## config.mk

```make
export PLATFORM = sky130hd
export DESIGN_NAME = deadline_timer_queue
export DESIGN_NICKNAME = d
export VERILOG_FILES = /design/src/hdl/dtq_pkg.sv /design/src/hdl/deadline_timer_queue.sv
export SDC_FILE = /design/constraint.sdc
export NUM_CORES = 1
export LEC_CHECK = 0
export BUFFER_PORTS_ARGS = -buffer_cell sky130_fd_sc_hd__buf_2
export CORE_MARGIN = 4
export CORE_UTILIZATION = 40
export DETAILED_ROUTE_END_ITERATION = 7
export SLEW_MARGIN = 20
export SYNTH_ARGS = -nofsm -noshare
export SYNTH_HDL_FRONTEND = slang
export SYNTH_SLANG_ARGS = --single-unit
```

## constraint.sdc

```tcl
create_clock -name clock -period 5 [get_ports clock]
set_input_delay 0.5 -clock clock [delete_from_list [all_inputs] [get_ports clock]]
set_output_delay 0.5 -clock clock [all_outputs]
set_load 0.01 [all_outputs]
```

## src/hdl/dtq_pkg.sv

```systemverilog
// shared widths, codes and defaults of the deadline timer queue
package dtq_pkg;

   localparam int DEF_QUEUE_DEPTH = 16;
   localparam int DEF_TIME_BITS   = 32;
   localparam int MAX_RESULTS     = 16;
   localparam int CNT_W           = $clog2(MAX_RESULTS + 1);

   localparam int REQ_W    = 2;
   localparam int VALUE_W  = 32;
   localparam int HANDLE_W = 8;
   localparam int KIND_W   = 2;

   typedef enum logic [REQ_W-1:0] {
      REQ_ADD_REL = 2'd0,
      REQ_ADD_ABS = 2'd1,
      REQ_ADVANCE = 2'd2,
      REQ_UNUSED  = 2'd3
   } req_code_type;

   typedef enum logic [KIND_W-1:0] {
      KIND_ACCEPTED = 2'd0,
      KIND_REPLACED = 2'd1,
      KIND_REJECTED = 2'd2,
      KIND_FIRED    = 2'd3
   } kind_type;

endpackage

```

## src/hdl/deadline_timer_queue.sv

```systemverilog
// deadline timer queue: time counter, timer table in memory, sequencer and result register
//
// usage
//   request words: pulse start with req_type, req_time_value and req_handle while busy is
//   low; the word is taken at that edge and busy rises on the next cycle.
//   add (relative or absolute): the table is scanned once for a timer with the same
//   deadline and for the first free slot, then one status word comes out with rsp_last set.
//   advance: the time counter moves forward (saturating), then the table is scanned
//   repeatedly; each scan picks the earliest due timer, which fires as one response word.
//   at most MAX_RESULTS fire per advance; the last one carries rsp_last. nothing due means
//   no response word. request type 3 is dropped without a response.
//   response words: rsp_strobe marks each word for exactly one cycle; the receiver cannot
//   hold them off, so the block never waits on the response side.
// timing
//   one scan reads the table memory one entry per cycle through its single read port
//   and ends in a decision cycle; the response word appears in the cycle after its
//   decision cycle. a new request is taken once busy is low.
// reset
//   synchronous, active high: time counter to zero, all slots free, no response pending.
//   deadline and handle storage is not cleared, slots are gated by their valid bits.
module deadline_timer_queue #(
   parameter int QUEUE_DEPTH = dtq_pkg::DEF_QUEUE_DEPTH,
   parameter int TIME_BITS   = dtq_pkg::DEF_TIME_BITS
) (
   input  logic                          clock,
   input  logic                          reset,
   input  logic                          start,
   output logic                          busy,
   input  logic [dtq_pkg::REQ_W-1:0]     req_type,
   input  logic [dtq_pkg::VALUE_W-1:0]   req_time_value,
   input  logic [dtq_pkg::HANDLE_W-1:0]  req_handle,
   output logic                          rsp_strobe,
   output logic [dtq_pkg::KIND_W-1:0]    rsp_kind,
   output logic [dtq_pkg::HANDLE_W-1:0]  rsp_fired_handle,
   output logic [dtq_pkg::VALUE_W-1:0]   rsp_fired_deadline,
   output logic                          rsp_last
);
   import dtq_pkg::*;

   localparam int IDX_W  = $clog2(QUEUE_DEPTH);
   localparam int ADDR_W = $clog2(QUEUE_DEPTH + 1);
   localparam logic [TIME_BITS-1:0] TIME_MAX  = '1;
   localparam logic [IDX_W-1:0]     LAST_IDX  = IDX_W'(QUEUE_DEPTH - 1);
   localparam logic [ADDR_W-1:0]    ADDR_END  = ADDR_W'(QUEUE_DEPTH);
   localparam logic [CNT_W-1:0]     CNT_LIMIT = CNT_W'(MAX_RESULTS);

   typedef enum logic [2:0] {
      ST_IDLE = 3'b001,
      ST_SCAN = 3'b010,
      ST_EVAL = 3'b100
   } state_type;

   // timer table: deadline and handle memories, one read and one write port each
   logic [TIME_BITS-1:0] mem_deadline [QUEUE_DEPTH];
   logic [HANDLE_W-1:0]  mem_handle   [QUEUE_DEPTH];

   // sequencer and per-slot valid bits
   state_type            state_ff, state_in;
   logic [QUEUE_DEPTH-1:0] valid_ff, valid_in;
   logic [TIME_BITS-1:0] cur_ff, cur_in;
   logic                 is_add_ff, is_add_in;
   logic [TIME_BITS-1:0] dl_ff, dl_in;
   logic [HANDLE_W-1:0]  hnd_ff, hnd_in;
   logic [ADDR_W-1:0]    addr_ff, addr_in;

   // read data pipeline, registered behind the address
   logic                 chk_valid_ff, chk_valid_in;
   logic [IDX_W-1:0]     chk_idx_ff, chk_idx_in;
   logic [TIME_BITS-1:0] rd_dl_ff;
   logic [HANDLE_W-1:0]  rd_hnd_ff;
   logic                 rd_en;

   // search results of the running scan
   logic                 same_found_ff, same_found_in;
   logic [IDX_W-1:0]     same_idx_ff, same_idx_in;
   logic                 free_found_ff, free_found_in;
   logic [IDX_W-1:0]     free_idx_ff, free_idx_in;
   logic                 best_found_ff, best_found_in;
   logic [IDX_W-1:0]     best_idx_ff, best_idx_in;
   logic [TIME_BITS-1:0] best_dl_ff, best_dl_in;
   logic [HANDLE_W-1:0]  best_hnd_ff, best_hnd_in;

   // fired timer held back until the next scan tells whether it is the last one
   logic                 pend_ff, pend_in;
   logic [TIME_BITS-1:0] pend_dl_ff, pend_dl_in;
   logic [HANDLE_W-1:0]  pend_hnd_ff, pend_hnd_in;
   logic [CNT_W-1:0]     cnt_ff, cnt_in;

   // table write port
   logic                 mem_we;
   logic [IDX_W-1:0]     mem_wa;

   // response register
   logic                 rsp_strobe_ff, rsp_strobe_in;
   logic [KIND_W-1:0]    rsp_kind_ff, rsp_kind_in;
   logic [HANDLE_W-1:0]  rsp_hnd_ff, rsp_hnd_in;
   logic [TIME_BITS-1:0] rsp_dl_ff, rsp_dl_in;
   logic                 rsp_last_ff, rsp_last_in;

   // saturating time arithmetic on the incoming value
   logic [TIME_BITS+VALUE_W-1:0] tv_ext;
   logic [TIME_BITS-1:0]         tv_sat;
   logic [TIME_BITS:0]           tv_sum;
   logic [TIME_BITS-1:0]         tv_sum_sat;
   logic [TIME_BITS+VALUE_W-1:0] rsp_dl_ext;
   logic                         take_more;

   assign tv_ext     = {{TIME_BITS{1'b0}}, req_time_value};
   assign tv_sat     = (|tv_ext[TIME_BITS+VALUE_W-1:TIME_BITS]) ? TIME_MAX
                                                                 : tv_ext[TIME_BITS-1:0];
   assign tv_sum     = {1'b0, cur_ff} + {1'b0, tv_sat};
   assign tv_sum_sat = tv_sum[TIME_BITS] ? TIME_MAX : tv_sum[TIME_BITS-1:0];

   // another timer fires in this advance only if one was found and the budget allows
   assign take_more  = best_found_ff && (cnt_ff != CNT_LIMIT);

   always_comb begin
      state_in      = state_ff;
      valid_in      = valid_ff;
      cur_in        = cur_ff;
      is_add_in     = is_add_ff;
      dl_in         = dl_ff;
      hnd_in        = hnd_ff;
      addr_in       = addr_ff;
      chk_valid_in  = 1'b0;
      chk_idx_in    = chk_idx_ff;
      rd_en         = 1'b0;
      same_found_in = same_found_ff;
      same_idx_in   = same_idx_ff;
      free_found_in = free_found_ff;
      free_idx_in   = free_idx_ff;
      best_found_in = best_found_ff;
      best_idx_in   = best_idx_ff;
      best_dl_in    = best_dl_ff;
      best_hnd_in   = best_hnd_ff;
      pend_in       = pend_ff;
      pend_dl_in    = pend_dl_ff;
      pend_hnd_in   = pend_hnd_ff;
      cnt_in        = cnt_ff;
      mem_we        = 1'b0;
      mem_wa        = same_idx_ff;
      rsp_strobe_in = 1'b0;
      rsp_kind_in   = rsp_kind_ff;
      rsp_hnd_in    = rsp_hnd_ff;
      rsp_dl_in     = rsp_dl_ff;
      rsp_last_in   = rsp_last_ff;

      // compare the entry read in the previous cycle
      if (chk_valid_ff) begin
         if (valid_ff[chk_idx_ff]) begin
            if (!same_found_ff && rd_dl_ff == dl_ff) begin
               same_found_in = 1'b1;
               same_idx_in   = chk_idx_ff;
            end
            if (rd_dl_ff <= cur_ff && (!best_found_ff || rd_dl_ff < best_dl_ff)) begin
               best_found_in = 1'b1;
               best_idx_in   = chk_idx_ff;
               best_dl_in    = rd_dl_ff;
               best_hnd_in   = rd_hnd_ff;
            end
         end else if (!free_found_ff) begin
            free_found_in = 1'b1;
            free_idx_in   = chk_idx_ff;
         end
      end

      unique case (state_ff)
         ST_IDLE: begin
            if (start) begin
               same_found_in = 1'b0;
               free_found_in = 1'b0;
               best_found_in = 1'b0;
               addr_in       = '0;
               hnd_in        = req_handle;
               unique case (req_type)
                  REQ_ADD_REL: begin
                     is_add_in = 1'b1;
                     dl_in     = tv_sum_sat;
                     state_in  = ST_SCAN;
                  end
                  REQ_ADD_ABS: begin
                     is_add_in = 1'b1;
                     dl_in     = tv_sat;
                     state_in  = ST_SCAN;
                  end
                  REQ_ADVANCE: begin
                     is_add_in = 1'b0;
                     cur_in    = tv_sum_sat;
                     cnt_in    = '0;
                     pend_in   = 1'b0;
                     state_in  = ST_SCAN;
                  end
                  default: begin
                     state_in = ST_IDLE;
                  end
               endcase
            end
         end
         ST_SCAN: begin
            if (addr_ff != ADDR_END) begin
               rd_en        = 1'b1;
               chk_valid_in = 1'b1;
               chk_idx_in   = addr_ff[IDX_W-1:0];
               addr_in      = addr_ff + 1'b1;
            end
            if (chk_valid_ff && chk_idx_ff == LAST_IDX) begin
               state_in = ST_EVAL;
            end
         end
         ST_EVAL: begin
            if (is_add_ff) begin
               rsp_strobe_in = 1'b1;
               rsp_hnd_in    = hnd_ff;
               rsp_dl_in     = dl_ff;
               rsp_last_in   = 1'b1;
               state_in      = ST_IDLE;
               if (same_found_ff) begin
                  mem_we      = 1'b1;
                  mem_wa      = same_idx_ff;
                  rsp_kind_in = KIND_REPLACED;
               end else if (free_found_ff) begin
                  mem_we                = 1'b1;
                  mem_wa                = free_idx_ff;
                  valid_in[free_idx_ff] = 1'b1;
                  rsp_kind_in           = KIND_ACCEPTED;
               end else begin
                  rsp_kind_in = KIND_REJECTED;
               end
            end else begin
               if (pend_ff) begin
                  rsp_strobe_in = 1'b1;
                  rsp_kind_in   = KIND_FIRED;
                  rsp_hnd_in    = pend_hnd_ff;
                  rsp_dl_in     = pend_dl_ff;
                  rsp_last_in   = !take_more;
               end
               if (take_more) begin
                  pend_in               = 1'b1;
                  pend_dl_in            = best_dl_ff;
                  pend_hnd_in           = best_hnd_ff;
                  valid_in[best_idx_ff] = 1'b0;
                  cnt_in                = cnt_ff + 1'b1;
                  same_found_in         = 1'b0;
                  free_found_in         = 1'b0;
                  best_found_in         = 1'b0;
                  addr_in               = '0;
                  state_in              = ST_SCAN;
               end else begin
                  pend_in  = 1'b0;
                  state_in = ST_IDLE;
               end
            end
         end
         default: begin
            state_in = ST_IDLE;
         end
      endcase
   end

   // table memory: registered read, write only in the decision cycle, so a scan never
   // overlaps a write to the same entry
   always_ff @(posedge clock) begin
      if (rd_en) begin
         rd_dl_ff  <= mem_deadline[addr_ff[IDX_W-1:0]];
         rd_hnd_ff <= mem_handle[addr_ff[IDX_W-1:0]];
      end
      if (mem_we) begin
         mem_deadline[mem_wa] <= dl_ff;
         mem_handle[mem_wa]   <= hnd_ff;
      end
   end

   // control state
   always_ff @(posedge clock) begin
      if (reset) begin
         state_ff      <= ST_IDLE;
         valid_ff      <= '0;
         cur_ff        <= '0;
         chk_valid_ff  <= 1'b0;
         same_found_ff <= 1'b0;
         free_found_ff <= 1'b0;
         best_found_ff <= 1'b0;
         pend_ff       <= 1'b0;
         cnt_ff        <= '0;
         rsp_strobe_ff <= 1'b0;
      end else begin
         state_ff      <= state_in;
         valid_ff      <= valid_in;
         cur_ff        <= cur_in;
         chk_valid_ff  <= chk_valid_in;
         same_found_ff <= same_found_in;
         free_found_ff <= free_found_in;
         best_found_ff <= best_found_in;
         pend_ff       <= pend_in;
         cnt_ff        <= cnt_in;
         rsp_strobe_ff <= rsp_strobe_in;
      end
   end

   // payload
   always_ff @(posedge clock) begin
      is_add_ff   <= is_add_in;
      dl_ff       <= dl_in;
      hnd_ff      <= hnd_in;
      addr_ff     <= addr_in;
      chk_idx_ff  <= chk_idx_in;
      same_idx_ff <= same_idx_in;
      free_idx_ff <= free_idx_in;
      best_idx_ff <= best_idx_in;
      best_dl_ff  <= best_dl_in;
      best_hnd_ff <= best_hnd_in;
      pend_dl_ff  <= pend_dl_in;
      pend_hnd_ff <= pend_hnd_in;
      rsp_kind_ff <= rsp_kind_in;
      rsp_hnd_ff  <= rsp_hnd_in;
      rsp_dl_ff   <= rsp_dl_in;
      rsp_last_ff <= rsp_last_in;
   end

   assign busy               = (state_ff != ST_IDLE);
   assign rsp_dl_ext         = {{VALUE_W{1'b0}}, rsp_dl_ff};
   assign rsp_strobe         = rsp_strobe_ff;
   assign rsp_kind           = rsp_kind_ff;
   assign rsp_fired_handle   = rsp_hnd_ff;
   assign rsp_fired_deadline = rsp_dl_ext[VALUE_W-1:0];
   assign rsp_last           = rsp_last_ff;

   // status words of adds always close their request
   a_add_last: assert property (@(posedge clock) disable iff (reset)
      rsp_strobe_ff && rsp_kind_ff != KIND_FIRED |-> rsp_last_ff)
      else $error("add status word without last");

   // a fired timer is never later than the time counter
   a_fire_due: assert property (@(posedge clock) disable iff (reset)
      rsp_strobe_ff && rsp_kind_ff == KIND_FIRED |-> rsp_dl_ff <= cur_ff)
      else $error("fired timer not yet due");

   // no read data in flight once the sequencer is idle
   a_idle_quiet: assert property (@(posedge clock) disable iff (reset)
      state_ff == ST_IDLE |-> !chk_valid_ff && !pend_ff)
      else $error("scan activity while idle");

   // fire budget per advance
   a_cnt_limit: assert property (@(posedge clock) disable iff (reset)
      cnt_ff <= CNT_LIMIT)
      else $error("fire count beyond limit");

   // a response word never comes before the request is finished or a rescan begins
   a_rsp_after_eval: assert property (@(posedge clock) disable iff (reset)
      rsp_strobe_ff |-> $past(state_ff) == ST_EVAL)
      else $error("response word outside decision cycle");

endmodule
```

Word level (Yosys, flattened, before mapping)
Memories as Yosys holds them, arrays and structs flattened. A register that Yosys moved wholly into a read port is not among the register bits.
Cells that the tools add are included.
{"block": "totals", "ram_bits": 640, "wordCells": 175, "inputBits": 45, "memories": 2, "register_bits": 247}
{"name": "mem_deadline", "depth": 16, "word_bits": 32, "read_ports": 1, "rd_clocked_by_memory_dff": 1, "wr": 1, "line_no": "deadline_timer_queue.sv:54", "source": "logic [TIME_BITS-1:0] mem_deadline [QUEUE_DEPTH];"}
{"name": "mem_handle", "depth": 16, "word_bits": 8, "read_ports": 1, "rd_clocked_by_memory_dff": 1, "wr": 1, "line_no": "deadline_timer_queue.sv:55", "source": "logic [HANDLE_W-1:0] mem_handle [QUEUE_DEPTH];"}
{"block": "classes", "n_eq_ne": 18, "order_cmp": 7, "addsub": 3, "muxes": 77, "bitwise_logic": 7, "n_reduce_logical": 35}
{"op": "two-way mux 32 bit", "count": 3}
{"op": "two-way mux 16 bit", "count": 4}
{"op": "one-hot mux 32 bit (2 select lines)", "count": 1}
{"op": "two-way mux 5 bit", "count": 8}
{"op": "two-way mux 1 bit", "count": 35}
{"op": "adder 32 x 32 -> 33 bit", "count": 1}
{"op": "== test 32 bit", "count": 1}
{"op": "less-or-equal comparator 32 bit", "count": 1}
{"op": "< comparator 32 bit", "count": 1}
{"op": "AND reduction 3 bit", "count": 7}
{"op": "bitwise AND 16 bit", "count": 1}
{"op": "two-way mux 4 bit", "count": 4}
{"op": "two-way mux 8 bit", "count": 2}
{"op": "inverter 16 bit", "count": 1}
{"op": "OR 16 bit", "count": 1}
{"op": "< comparator 4 x 5 -> 1 bit (second input constant)", "count": 3}
{"op": "one-hot mux 5 bit (3 select lines)", "count": 1}
{"op": "two-way mux 2 bit", "count": 7}
{"op": "inequality test 2 bit (second input constant)", "count": 6}
{"op": "adder 5 x 1 -> 5 bit (second input constant)", "count": 2}
{"op": "inequality test 5 bit (second input constant)", "count": 2}
{"op": "one-hot mux 1 bit (2 select lines)", "count": 5}
{"op": "one-hot mux 5 bit (2 select lines)", "count": 1}
{"op": "AND reduction 5 bit", "count": 2}
{"op": "other kinds (24)", "count": 47}

Logic depth before layout (Yosys ltp)
{"block": "depth", "word_depth": 9, "ltp_mapped": 11, "mapped_depth_nobuf": 10}

Least setup slack after synthesis
OpenSTA, ideal clock, no wires.
{"block": "synth_timing", "path_type": "flip-flop to flip-flop", "start": "register state_ff[2]", "end": "memory mem_deadline[3][0] (netlist bit) (enable)", "setup_time_ns": 0.437, "t_required_ns": 4.563, "arrival_ns": 3.434, "path_stages_with_launch": 6, "path_slack_ns": 1.129, "cell_sequence": "dfxtp_1 nor3b_2 nand3_1 mux2i_1 or3_1 nor2_1"}
{"block": "synth_between", "elab_chain_cells": 4, "word_cells_on_any_way": 5, "classes_between": "eq/ne (1); mux (4)"}
{"element": "start: declaration", "line_no": "deadline_timer_queue.sv:58", "source": "state_type state_ff, state_in;"}
{"element": "start signal: assignment", "line_no": "deadline_timer_queue.sv:287", "source": "state_ff <= state_in;"}
{"element": "== test 3 bit *", "line_no": "deadline_timer_queue.sv:167", "source": "unique case (state_ff)"}
{"element": "two-way mux 1 bit", "line_no": "deadline_timer_queue.sv:167"}
{"element": "two-way mux 1 bit", "line_no": "deadline_timer_queue.sv:267", "source": "if (mem_we) begin"}
{"element": "two-way mux 1 bit (not written as such)", "line_no": "deadline_timer_queue.sv:268", "source": "mem_deadline[mem_wa] <= dl_ff;"}
{"element": "end: declaration", "line_no": "deadline_timer_queue.sv:54"}
Every way passes the cells marked *; elsewhere a longest branch is shown, timed or not.

Worst setup path after layout
{"block": "layout_timing", "start": "register rd_dl_ff[29] (read register of mem_deadline)", "end": "register best_hnd_ff[6] (enable)"}
{"block": "layout_between", "elab_chain_cells": 4, "word_cells_on_any_way": 5, "classes_between": "order compare (2); reduce/logical (3)"}
{"element": "start: declaration", "line_no": "deadline_timer_queue.sv:69", "source": "logic [TIME_BITS-1:0] rd_dl_ff;"}
{"element": "< comparator 32 bit", "line_no": "deadline_timer_queue.sv:155", "source": "if (rd_dl_ff <= cur_ff && (!best_found_ff || rd_dl_ff < best_dl_ff)) begin"}
{"element": "logical OR 1 bit", "line_no": "deadline_timer_queue.sv:155"}
{"element": "logical AND 1 bit *", "line_no": "deadline_timer_queue.sv:155"}
{"element": "AND reduction 3 bit (no line) *"}
{"element": "end signal: assignment", "line_no": "deadline_timer_queue.sv:311", "source": "best_hnd_ff <= best_hnd_in;"}
{"element": "end: declaration", "line_no": "deadline_timer_queue.sv:81", "source": "logic [HANDLE_W-1:0] best_hnd_ff, best_hnd_in;"}
Marks and branches as above.
A chain may end at the register's enable or synchronous reset.

==> flow_metrics.tcl <==
set metrics [dict create \
    status "finished, final reports clean" \
    post-route-drc-count 0 \
    finalCritPeriodShare_pct 82.70 \
    worst_pin_slew_ps 1066 \
    syn-cell-area_um2 38580 \
    hpwl_um 60350 \
    synthXorXnorAreaFrac_pct 1.475 \
    maxSlewHeadroom_pct 28.71 \
    ir_drop_v 0.0002618 \
    yosys.area_share.simple_pct 4.170 \
    cts_resized 0 \
    synth_area_per_cell_um2 16.11 \
    nets 2676 \
    synth_adder_area_share_pct 3.262 \
    arrival_ps 4420 \
    drt_iter0_drc 2099 \
    ys_seq_area_share_pct 70.54 \
    cts_tree "built" \
    grt_start_max_net_pins 90 \
    leakage_nw 14.83 \
    die_w_um 318.6 \
    cts_buffers 96 \
    start_util_pct 40.49 \
    synth_top_area_share_pct 67.32 \
    clock_sinks 927 \
    ys_warn_count 0 \
    postRouteAntennaNets 0 \
    synth_compound_area_share_pct 8.068 \
    synthTopCellsByArea "edfxtp_1 67%, mux4_2 5.0%, dfxtp_1 3.2%" \
    coreArea_um2 95290 \
    maxSlewViolCount 0 \
    ys_top_cells_by_count "865 x edfxtp_1, 128 x a21oi_1, 125 x o21ai_0, 123 x mux2i_1, 116 x nor2_1" \
    synthFlopType "edfxtp_1" \
    layout-area-overhead-vs-synth_pct 14.40 \
    setup_tns_ps 0 \
    io_buffers 89 \
    grt_pass1_vias 22040 \
    grt_overflow 0 \
    setup_viol 0 \
    gp_congestion 0.9186 \
    clk_path_buf_depth 3 \
    grt_antenna_before_repair 5 \
    placement_rows 113 \
    grt_first_pass_wirelength_um 145700 \
    hold_viol 0 \
    cp_slowest_stage_delay_ps 770 \
    drv_cap 0 \
    synth_top_family_by_area "multiplexers" \
    dpl.cell_count 3690 \
    rsz0062_at_grt "false" \
    yosysTopAreaCell "edfxtp_1" \
    io_pins 90 \
    fin_worst_skew_ps 30.74 \
    insertion_delay_ps 670 \
    path_cells "ha_1, nand4_1, or3_1, nor4_1, nand3_1, a21oi_1, and3_2, buf_4" \
    min_path_type "in2reg" \
    synth_seq_cells 927 \
    drtPass1Iterations 5 \
    critPathSlowestCell "nor4_1" \
    fin_area_um2 44140 \
    synth.most_common_cell "edfxtp_1" \
    fin_hold_ws_ps 153.7 \
    wl_per_cell_um 25.57 \
    stdcell_count 3876 \
    vias_per_cell 5.673 \
    max_freq_ghz 0.2418 \
    cts_root_buffer "clkbuf_16" \
    clk_pin_slew_ps 70 \
    die-area_um2 101500 \
    drive_gt1_share_pct 18.89 \
    crit_fanout 28 \
    synth_nets 2540 \
    synth.distinct_cells 69 \
    track_usage_pct 19.14 \
    h-tree-depth 3 \
    cts_setup_buffers 0 \
    placed_area_um2 40730 \
    postSynth.asyncResetShare_pct 0 \
    min_period_ps 4135 \
    synth_mux_area_share_pct 10.49 \
    start_kind "flip-flop" \
    syn_inst 2395 \
    cp.required_ps 5290 \
    drt_wl_total_um 99130 \
    vias 21990 \
    p_per_area_nw_per_um2 400.7 \
    die_h_um 318.6 \
    total_power_mw 17.69 \
    synth_edf_count 865 \
    path_class "reg2reg" \
    crit_path_end_kind "flip-flop" \
]
==> cell usage in the layout (no fill, tap or decap), types with 12 or more instances in the layout <==
cell type and instances:
edfxtp_1 865, a21oi_1 128, o21ai_0 125, mux2i_1 123, nand2_1 106, ha_1 99
nor2_1 98, clkbuf_16 96, buf_2 89, mux4_2 85, inv_1 84, mux2_2 80
dfxtp_1 62, xor2_1 53, a221oi_1 47, a22oi_1 41, buf_4 37, a211oi_1 22
a21o_1 21, clkinv_2 21, nor3_1 18, a31oi_1 18, nand3_1 17, nand4_1 17
nor2_4 16, bufinv_16 16, nor4_1 15, clkinv_1 13, xnor2_1 12
==> state kept, by name (all words and copies together) (netlist names), 4 cells and up <==
register / count
mem_deadline: 512
mem_handle: 128
best_dl_ff: 32
cur_ff: 32
dl_ff: 32
pend_dl_ff: 32
rd_dl_ff: 32
rsp_fired_deadline: 32
valid_ff: 16
best_hnd_ff: 8
hnd_ff: 8
pend_hnd_ff: 8
rd_hnd_ff: 8
rsp_fired_handle: 8
addr_ff: 5
cnt_ff: 5
best_idx_ff: 4
chk_idx_ff: 4
free_idx_ff: 4
same_idx_ff: 4
==> worst paths after layout <==
| kind | slack, ps | start | depth (start not counted) | to |
|---|---|---|---|---|
| worst min register to register | 410 | best_hnd_ff[5] | 0 | pend_hnd_ff[5] |
| worst min-delay path | 150 | req_time_value[22] | 2 | dl_ff[22] |
| worst max register to register | 860 | rd_dl_ff[29] | 8 | best_hnd_ff[6] |
| worst max-delay path | 860 | rd_dl_ff[29] | 8 | best_hnd_ff[6] |
==> worst max-delay path: cells and delay by family, from the launching register on <==
family                   cells  cell delay (ps)
AO/OA/AOI/OAI                1              380
adder cells (fa/ha/maj)      1              350
buffers and inverters        1              510
flip-flops                   1              500
AND/OR/NAND/NOR              5             1970
==> power by group <==
part	leakage, nW	switching, mW	internal [mW]
clock network	1.63	3.06	4.42
registers	8.29	0.173	8.59
logic	4.91	0.878	0.567
==> cell families (layout without fill, tap and decap cells) <==
group,count (synthesis),count (layout)
DFF,927,927
AOI/OAI and AO/OA,481,481
and+or+nand+nor,346,346
muxes,288,288
buffers and inverters,188,403
adders and majority gates,100,100
xor gates and xnor gates,65,65
other,0,1
==> per-stage QoR <==
step	setup slack, ps	utilization [%]
detailed placement	1023	42.74
finish	864.9	46.32
global placement	1153	42.74
CTS	977.4	46.32
global route	797.1	46.32
floorplan	1129	-
==> per-layer routing <==
metal | share of wire (%) | global-route usage, % | vias to the layer above
met2 | 49 | 31.87 | 754
met3 | 6.0 | 3.076 | 132
met1 | 43 | 26.64 | 11370
met5 | 0.010 | 0 | -
li1 | - | - | 9732
met4 | 2.1 | 4.247 | 2
==> cell type report <==
class / instances / area [µm²]
Fill cell: 8217 / 51150
Clock inverter: 68 / 860.8
Inverter: 85 / 319.1
Timing Repair Buffer: 141 / 943.4
Sequential cell: 927 / 27220
Antenna cell: 1 / 2.502
Clock buffer: 109 / 2471
Tap cell: 1265 / 1583
Multi-Input combinational cell: 1280 / 10750
==> timing repair <==
item                                    in CTS  in global routing
endpoints found under the setup margin       0                  0
hold endpoints to repair                     8                  0
hold buffers                                 8                  0
Note: power is estimated with default switching activity, not from simulation.
